`src/sv/life_cell_stencil_unit_assert.svh`:
```
// Assertion macros for the life cell stencil unit.
// Used by the top level; needs the clock and reset ports in scope.
`ifndef LIFE_CELL_STENCIL_UNIT_ASSERT_SVH
`define LIFE_CELL_STENCIL_UNIT_ASSERT_SVH

// Same-cycle implication, checked while out of reset
`define LCS_ASSERT_NOW(lbl, ante, cons, msg) \
   lbl: assert property (@(posedge clock) disable iff (reset) (ante) |-> (cons)) \
      else $error(msg);

// Next-cycle implication, checked while out of reset
`define LCS_ASSERT_NEXT(lbl, ante, cons, msg) \
   lbl: assert property (@(posedge clock) disable iff (reset) (ante) |=> (cons)) \
      else $error(msg);

`endif

```
`src/sv/lcs_pkg.sv`:
```
// Shared constants, register codes and the B3/S23 rule for the life cell stencil.
// No dependencies.
package lcs_pkg;

   // configuration port
   localparam int CSR_DATA_W = 7;
   localparam int CSR_IDX_W  = 1;
   localparam logic [CSR_IDX_W-1:0] CSR_GRID_COLS = 1'd0;
   localparam logic [CSR_IDX_W-1:0] CSR_GRID_ROWS = 1'd1;
   localparam logic [CSR_DATA_W-1:0] GRID_DIM_RESET = 7'd6;

   // grid size limits
   localparam int DEF_MAX_COLS = 64;
   localparam int DEF_MAX_ROWS = 64;

   // width of the row and column fields of a response
   localparam int OUT_POS_W = 6;

   // life thresholds
   localparam logic [3:0] BIRTH_COUNT   = 4'd3;
   localparam logic [3:0] SURVIVE_COUNT = 4'd2;

   // Window is column-major: bits 0..2 oldest column, center cell is bit 4.
   function automatic logic life_next(input logic [8:0] win);
      logic [3:0] count;
      count = 4'd0;
      for (int k = 0; k < 9; k++) begin
         if (k != 4) count = count + {3'b000, win[k]};
      end
      return (count == BIRTH_COUNT) || ((count == SURVIVE_COUNT) && win[4]);
   endfunction

endpackage

```
`src/sv/life_cell_stencil_unit.sv`:
```
// Top level of the life cell stencil: line store memory, 3x3 window, response register.
// Depends on lcs_pkg and life_cell_stencil_unit_assert.svh.
//
//   channel | direction | handshake          | payload
//   --------+-----------+--------------------+------------------------------------------
//   req     | in        | req_valid/req_stall | cell_alive, frame_start, is_padding
//   rsp     | out       | rsp_valid/rsp_stall | next_alive, out_row, out_col, last_of_gen.
//   csr     | in        | csr_wr_en           | csr_index, csr_wdata
//
// One request per clock unless stalled. A request reads the line store memory when
// accepted, then updates the store and window; a response is visible the cycle after that
// update. A cell is reported on the request grid_cols+1 positions after it, so a
// generation needs grid_cols+1 padding requests. Reset clears one valid bit per column;
// no clearing pass. A stalled response holds the update stage, which then stalls requests.
module life_cell_stencil_unit
   #(parameter int MAX_COLS = lcs_pkg::DEF_MAX_COLS,
     parameter int MAX_ROWS = lcs_pkg::DEF_MAX_ROWS)
   (input  logic                              clock,
    input  logic                              reset,
    // request channel
    input  logic                              req_valid,
    output logic                              req_stall,
    input  logic                              req_cell_alive,
    input  logic                              req_frame_start,
    input  logic                              req_is_padding,
    // response channel
    output logic                              rsp_valid,
    input  logic                              rsp_stall,
    output logic                              rsp_next_alive,
    output logic [lcs_pkg::OUT_POS_W-1:0]     rsp_out_row,
    output logic [lcs_pkg::OUT_POS_W-1:0]     rsp_out_col,
    output logic                              rsp_last_of_generation,
    // configuration
    input  logic                              csr_wr_en,
    input  logic [lcs_pkg::CSR_IDX_W-1:0]     csr_index,
    input  logic [lcs_pkg::CSR_DATA_W-1:0]    csr_wdata);

   import lcs_pkg::*;

   `include "life_cell_stencil_unit_assert.svh"

   localparam int COL_W  = $clog2(MAX_COLS);
   localparam int COLS_W = $clog2(MAX_COLS + 1);
   localparam int ROWS_W = $clog2(MAX_ROWS + 1);
   localparam int ROW_W  = $clog2(MAX_ROWS + 3);
   localparam int CC_W   = (COLS_W > CSR_DATA_W) ? COLS_W : CSR_DATA_W;
   localparam int RC_W   = (ROWS_W > CSR_DATA_W) ? ROWS_W : CSR_DATA_W;
   localparam int ER_W   = (ROW_W > OUT_POS_W) ? ROW_W : OUT_POS_W;
   localparam int EC_W   = (COLS_W > OUT_POS_W) ? COLS_W : OUT_POS_W;
   localparam logic [ROW_W-1:0] ROW_STOP = ROW_W'(MAX_ROWS + 2);

   // configuration registers
   logic [CSR_DATA_W-1:0] grid_cols_ff, grid_rows_ff;

   always_ff @(posedge clock) begin
      if (reset) begin
         grid_cols_ff <= GRID_DIM_RESET;
         grid_rows_ff <= GRID_DIM_RESET;
      end else if (csr_wr_en) begin
         unique case (csr_index)
            CSR_GRID_COLS: grid_cols_ff <= csr_wdata;
            CSR_GRID_ROWS: grid_rows_ff <= csr_wdata;
            default: ;
         endcase
      end
   end

   // clamp dimensions to 1..MAX
   logic [CC_W-1:0]   cols_ext;
   logic [RC_W-1:0]   rows_ext;
   logic [COLS_W-1:0] cols;
   logic [ROWS_W-1:0] rows;

   always_comb begin
      cols_ext = CC_W'(grid_cols_ff);
      rows_ext = RC_W'(grid_rows_ff);
      if (cols_ext == '0) cols_ext = CC_W'(1);
      else if (cols_ext > CC_W'(MAX_COLS)) cols_ext = CC_W'(MAX_COLS);
      if (rows_ext == '0) rows_ext = RC_W'(1);
      else if (rows_ext > RC_W'(MAX_ROWS)) rows_ext = RC_W'(MAX_ROWS);
      cols = COLS_W'(cols_ext);
      rows = ROWS_W'(rows_ext);
   end

   // handshake
   logic s1_valid_ff, s1_advance, req_accept;
   logic rsp_valid_ff;

   assign s1_advance = s1_valid_ff && (!rsp_valid_ff || !rsp_stall);
   assign req_stall  = s1_valid_ff && !s1_advance;
   assign req_accept = req_valid && !req_stall;

   // raster position of the incoming request
   logic [ROW_W-1:0]  in_row_ff, in_row_in, r0;
   logic [COL_W-1:0]  in_col_ff, in_col_in, c0;
   logic [COLS_W-1:0] c0_inc;
   logic              bot0;

   always_comb begin
      r0 = req_frame_start ? '0 : in_row_ff;
      c0 = req_frame_start ? '0 : in_col_ff;
      // fold a column left beyond a shrunken grid
      if (COLS_W'(c0) >= cols) begin
         c0 = '0;
         if (r0 < ROW_STOP) r0 = r0 + ROW_W'(1);
      end
      bot0   = req_cell_alive && !req_is_padding && (r0 < ROW_W'(rows));
      c0_inc = COLS_W'(c0) + COLS_W'(1);
      if (c0_inc >= cols) begin
         in_col_in = '0;
         in_row_in = (r0 < ROW_STOP) ? r0 + ROW_W'(1) : r0;
      end else begin
         in_col_in = COL_W'(c0_inc);
         in_row_in = r0;
      end
   end

   always_ff @(posedge clock) begin
      if (reset) begin
         in_row_ff <= '0;
         in_col_ff <= '0;
      end else if (req_accept) begin
         in_row_ff <= in_row_in;
         in_col_ff <= in_col_in;
      end
   end

   // update stage item
   typedef struct packed {
      logic [ROW_W-1:0] row;
      logic [COL_W-1:0] col;
      logic             bot;
   } s1_item_type;

   s1_item_type s1_ff;
   logic        s1_fwd_ff, s1_fwd_in;
   logic [1:0]  s1_fwd_data_ff;
   logic [1:0]  wr_data;

   // back-to-back request on the column being written reads stale memory data
   assign s1_fwd_in = s1_advance && (s1_ff.col == c0);

   always_ff @(posedge clock) begin
      if (reset) begin
         s1_valid_ff <= 1'b0;
      end else if (req_accept) begin
         s1_valid_ff <= 1'b1;
      end else if (s1_advance) begin
         s1_valid_ff <= 1'b0;
      end
   end

   always_ff @(posedge clock) begin
      if (req_accept) begin
         s1_ff          <= '{row: r0, col: c0, bot: bot0};
         s1_fwd_ff      <= s1_fwd_in;
         s1_fwd_data_ff <= wr_data;
      end
   end

   // line store memory: bit 1 upper line, bit 0 middle line
   logic [1:0] line_mem [MAX_COLS];
   logic       line_vld_ff [MAX_COLS];
   logic [1:0] rd_ff;
   logic       rd_vld_ff;

   always_ff @(posedge clock) begin
      if (s1_advance) line_mem[s1_ff.col] <= wr_data;
      if (req_accept) rd_ff <= line_mem[c0];
   end

   // per-column valid bits give the all-dead reset contents
   always_ff @(posedge clock) begin
      if (reset) begin
         for (int i = 0; i < MAX_COLS; i++) line_vld_ff[i] <= 1'b0;
         rd_vld_ff <= 1'b0;
      end else begin
         if (s1_advance) line_vld_ff[s1_ff.col] <= 1'b1;
         if (req_accept) rd_vld_ff <= line_vld_ff[c0];
      end
   end

   // read-modify-write of the column and window shift
   logic [1:0]        line;
   logic              top, mid;
   logic [2:0]        newcol;
   logic [8:0]        win, window_in, window_ff;
   logic              emit;
   logic [ER_W-1:0]   er;
   logic [EC_W-1:0]   ec;

   always_comb begin
      line = s1_fwd_ff ? s1_fwd_data_ff : (rd_vld_ff ? rd_ff : 2'b00);
      wr_data = {line[0], s1_ff.bot};
      top = (s1_ff.row >= ROW_W'(2)) && line[1];
      mid = (s1_ff.row >= ROW_W'(1)) && line[0];
      newcol = {s1_ff.bot, mid, top};
      er = '0;
      ec = '0;
      if (s1_ff.col == '0) begin
         // previous row's last column closes against a dead column
         win       = {3'b000, window_ff[8:3]};
         window_in = {newcol, 6'b000000};
         emit      = (s1_ff.row >= ROW_W'(2)) &&
                     ((s1_ff.row - ROW_W'(2)) < ROW_W'(rows));
         er        = ER_W'(s1_ff.row - ROW_W'(2));
         ec        = EC_W'(cols - COLS_W'(1));
      end else begin
         win       = {newcol, window_ff[8:3]};
         window_in = win;
         emit      = (s1_ff.row >= ROW_W'(1)) &&
                     ((s1_ff.row - ROW_W'(1)) < ROW_W'(rows));
         er        = ER_W'(s1_ff.row - ROW_W'(1));
         ec        = EC_W'(s1_ff.col - COL_W'(1));
      end
   end

   always_ff @(posedge clock) begin
      if (reset) begin
         window_ff <= '0;
      end else if (s1_advance) begin
         window_ff <= window_in;
      end
   end

   // response register
   logic                 next_alive_ff, last_ff;
   logic [OUT_POS_W-1:0] out_row_ff, out_col_ff;

   always_ff @(posedge clock) begin
      if (reset) begin
         rsp_valid_ff <= 1'b0;
      end else if (s1_advance) begin
         rsp_valid_ff <= emit;
      end else if (!rsp_stall) begin
         rsp_valid_ff <= 1'b0;
      end
   end

   always_ff @(posedge clock) begin
      if (s1_advance && emit) begin
         next_alive_ff <= life_next(win);
         out_row_ff    <= er[OUT_POS_W-1:0];
         out_col_ff    <= ec[OUT_POS_W-1:0];
         last_ff       <= (er == ER_W'(rows - ROWS_W'(1))) &&
                          (ec == EC_W'(cols - COLS_W'(1)));
      end
   end

   assign rsp_valid              = rsp_valid_ff;
   assign rsp_next_alive         = next_alive_ff;
   assign rsp_out_row            = out_row_ff;
   assign rsp_out_col            = out_col_ff;
   assign rsp_last_of_generation = last_ff;

   // checks
   `LCS_ASSERT_NOW(a_stall_only_when_busy, req_stall, s1_valid_ff,
      "request stalled with empty update stage")
   `LCS_ASSERT_NEXT(a_held_item_stays, s1_valid_ff && !s1_advance,
      s1_valid_ff && $stable(s1_ff), "held update item changed")
   `LCS_ASSERT_NEXT(a_same_column_forwards, req_accept && s1_advance && (s1_ff.col == c0),
      s1_fwd_ff, "write to same column not forwarded")
   `LCS_ASSERT_NOW(a_last_is_last_column, rsp_valid_ff && last_ff,
      out_col_ff == OUT_POS_W'(cols - COLS_W'(1)), "last cell not in last column")

endmodule

```
`config.mk`:
```
export PLATFORM = sky130hd
export DESIGN_NAME = life_cell_stencil_unit
export DESIGN_NICKNAME = d
export VERILOG_FILES = /design/src/sv/lcs_pkg.sv /design/src/sv/life_cell_stencil_unit.sv
export VERILOG_INCLUDE_DIRS = /design/src /design/src/sv
export SDC_FILE = /design/constraint.sdc
export NUM_CORES = 1
export LEC_CHECK = 0
export BUFFER_PORTS_ARGS = -buffer_cell sky130_fd_sc_hd__buf_2
export CORE_MARGIN = 2
export CORE_UTILIZATION = 58
export CTS_CLUSTER_SIZE = 28
export DETAILED_ROUTE_END_ITERATION = 8
export PLACE_DENSITY_LB_ADDON = 0.08
export SETUP_SLACK_MARGIN = 0.5
export SYNTH_ARGS = -nofsm -noshare
export SYNTH_HDL_FRONTEND = slang
export SYNTH_SLANG_ARGS = --single-unit
```
`constraint.sdc`:
```
create_clock -name clock -period 6.4 [get_ports clock]
set_clock_uncertainty 0.2 [all_clocks]
set_input_delay 1.28 -clock clock [delete_from_list [all_inputs] [get_ports clock]]
set_output_delay 1.28 -clock clock [all_outputs]
set_load 0.05 [all_outputs]
```
==> impl_metrics.tcl <==
set metrics [dict create \
    synth_area_um2 13000 \
    num_rows 54 \
    cp-end-kind "flop" \
    cp_top_family "simple AND/OR/NAND/NOR gates" \
    grt.total_usage 0.277 \
    synthMuxAreaShare 0.0321 \
    floorplan.die.width_um 154 \
    place.port_buffers 31 \
    cts_max_path_buffers 3 \
    seq_power_share 0.478 \
    async_reset_ff_frac 0 \
    finalCritPeriodShare 0.815 \
    ys_ff_latch 261 \
    synth_fa_ha_area_frac 0.0560 \
    synth_warnings 0 \
    cap_violations 0 \
    syn_inst 1298 \
    crit_type "flop to flop" \
    finalHoldViolations 0 \
    place.gp.congestion 0.921 \
    vias_per_cell 6.20 \
    path_clk_slew_ps 60 \
    first_iter_violations 860 \
    rsz0062_at_grt "false" \
    synth_compound_area_frac 0.131 \
    comb_power_share 0.081 \
    clock-sinks 261 \
    die_y_um 154 \
    clk-insertion-delay-late_ps 570 \
    synth_xor_area_frac 0.0321 \
    ant_nets 0 \
    pwr-share-clk 0.441 \
    synthDistinctLibCells 84 \
    cts-root-buf "clkbuf_16" \
    final_nets 1386 \
    tns_ps 0 \
    worst_slew_pin_slew_ps 784 \
    antenna_found_initial 1 \
    intPower_w 0.00293 \
    cp_cell_sequence "nor3_1, nor3b_1, o21ai_0, inv_1, ha_1, nand2b_4, a211oi_4, o211ai_1, inv_2, ha_1, nand3_1, xnor2_1, ha_1, o211ai_1, o21ai_0, nand3_1, nand2_1, nand4_1, or4_1, nand3_1" \
    final-setup-viol-count 0 \
    synth_top_family_by_area "simple AND/OR/NAND/NOR gates" \
    powerDensity_nw_per_um2 268 \
    grt_pass1_wl_um 52200 \
    syn_nets 1371 \
    drc 0 \
    utilization 0.656 \
    cp.arrival_ps 5510 \
    syn_area_per_cell_um2 10.0 \
    cp.required_ps 6700 \
    synthFlopType "edfxtp_1" \
    dr.pass1.iters 5 \
    synth-simple-area-share 0.193 \
    critPathBufInv 2 \
    cts_resized 0 \
    syn_to_final_growth_pct 10.5 \
    crit_fanout 10 \
    switching_power_w 0.000913 \
    cts_setup_buffers 0 \
    max_clock_freq_mhz 192 \
    drt_wl_total_um 33100 \
    status "finished clean" \
    grt_max_degree 67 \
    p_leak_nw 5.26 \
    cts_hold_buffers 0 \
    initial_core_util 0.594 \
    cts_max_level 1 \
    dp_hpwl_um 22300 \
    ir_worst_vdd_mv 0.220 \
    wl_per_cell_um 20.5 \
    maxSlewHeadroom 0.476 \
    layout-drive-gt1-share 0.107 \
    grt-ovfl-total 0 \
    dieArea_um2 23600 \
    first_global_vias 9597 \
    io_pins 32 \
    seq_area_frac_synth 0.526 \
    max_stage_delay_ps 540 \
    cts_made_buffers 28 \
    cp-start-kind "flop" \
    cts_tree "built" \
    antennaDiodeCount 0 \
    num_vias 10000 \
    min_period_ps 5220 \
    core_um2 21900 \
    slew_violations 0 \
    p_sw_frac 0.238 \
    hp-class "flop to flop" \
    synth_edf_count 161 \
    slowest_stage "or4_1" \
]
[power groups by stage]
stage	registers (W)	logic [W]	clock network (W)
after floorplan	0.00188	0.000209	0
after global placement	0.00187	0.000306	0
after detailed placement	0.00187	0.000310	0
after CTS	0.00184	0.000312	0.00171
after global routing	0.00184	0.000344	0.00177
final	0.00184	0.000313	0.00169
[per-stage QoR]
stage / power, W / std cells / worst slack [ps] / hold WS (ps) / area [um2]
6_report: 0.00384 / 1615 / 1180 / 266 / 14400
5_1_grt: 0.00396 / 1615 / 766 / 288 / 14400
3_3_place_gp: 0.00218 / 1563 / 857 / 244 / 13400
2_1_floorplan: 0.00209 / 1298 / 580 / 232 / 13000
3_5_place_dp: 0.00218 / 1563 / 764 / 259 / 13400
4_1_cts: 0.00386 / 1615 / 1260 / 272 / 14400
[registers in the layout, summed over array words and instances (netlist names), 6 cells and up]
name / flops
grid_cols_ff: 7
grid_rows_ff: 7
in_col_ff: 6
in_row_ff: 7
line_mem: 128
line_vld_ff: 64
rsp_out_col: 6
rsp_out_row: 6
s1_ff: 13
window_ff: 6
[cells in the final DEF, fill, tap and decap left out, types with 11 or more instances in the layout]
master	instances
dfxtp_1	100
xnor2_1	32
nand3_1	46
edfxtp_1	161
a21oi_1	62
xor2_1	12
o21ba_2	11
inv_1	25
clkbuf_16	29
a31oi_1	26
buf_4	17
nand2_1	172
nor3_1	25
o21ai_0	19
a211oi_1	17
mux2i_1	26
o211ai_1	13
ha_1	55
buf_2	30
nor2_1	231
[worst min-delay path, stage by stage, from the launching register on]
cell     delay, ps
dfxtp_1        320
nor2_1          40
nor2_1          70
[area by class of cell]
type	count	area [um2]
Clock buffer	40	817
Clock inverter	12	170
Fill cell	1770	7520
Inverter	34	129
Multi-Input combinational cell	941	5790
Sequential cell	261	6840
Tap cell	280	350
Timing Repair Buffer	47	278
[metal layers]
| layer | track usage | part of all wire | vias to the layer above | routed length [um] |
|---|---|---|---|---|
| li1 | - | - | 4718 | - |
| met5 | 0 | 0 | - | 0 |
| met4 | 0.0961 | 0.032 | 0 | 1040 |
| met2 | 0.463 | 0.48 | 380 | 16000 |
| met3 | 0.0417 | 0.067 | 86 | 2230 |
| met1 | 0.373 | 0.42 | 4825 | 13800 |
[cells by family after synthesis]
| logic type | after synthesis |
|---|---|
| adder cells (fa/ha/maj) | 57 |
| AND/OR/NAND/NOR | 563 |
| flip-flops | 261 |
| buffers and inverters | 96 |
| XOR/XNOR | 46 |
| multiplexers | 36 |
| AO/OA/AOI/OAI | 239 |
[final timing paths]
check	from	endpoint	slack (ps)	cells after the start
max	grid_cols_ff[2]	in_row_ff[5]	1180	20
min	line_vld_ff[23]	line_vld_ff[23]	270	2
max reg2reg	grid_cols_ff[2]	in_row_ff[5]	1180	20
min reg2reg	line_vld_ff[23]	line_vld_ff[23]	270	2
[synthesized netlist by cell type (all sizes together), types with 12 or more instances]
cell type  number  share of area
a211oi         18          0.011
a21oi          63          0.025
a31oi          26          0.013
buf            19         0.0079
clkbuf         43          0.013
dfxtp         100           0.15
edfxtp        161           0.37
ha             55          0.053
inv            30         0.0087
mux2i          26          0.020
nand2         174          0.051
nand3          46          0.018
nor2          231          0.067
nor3           25         0.0096
o211ai         16          0.011
o21ai          23          0.010
xnor2          34          0.024
xor2           12         0.0081
(Power assumes the default switching activity.)
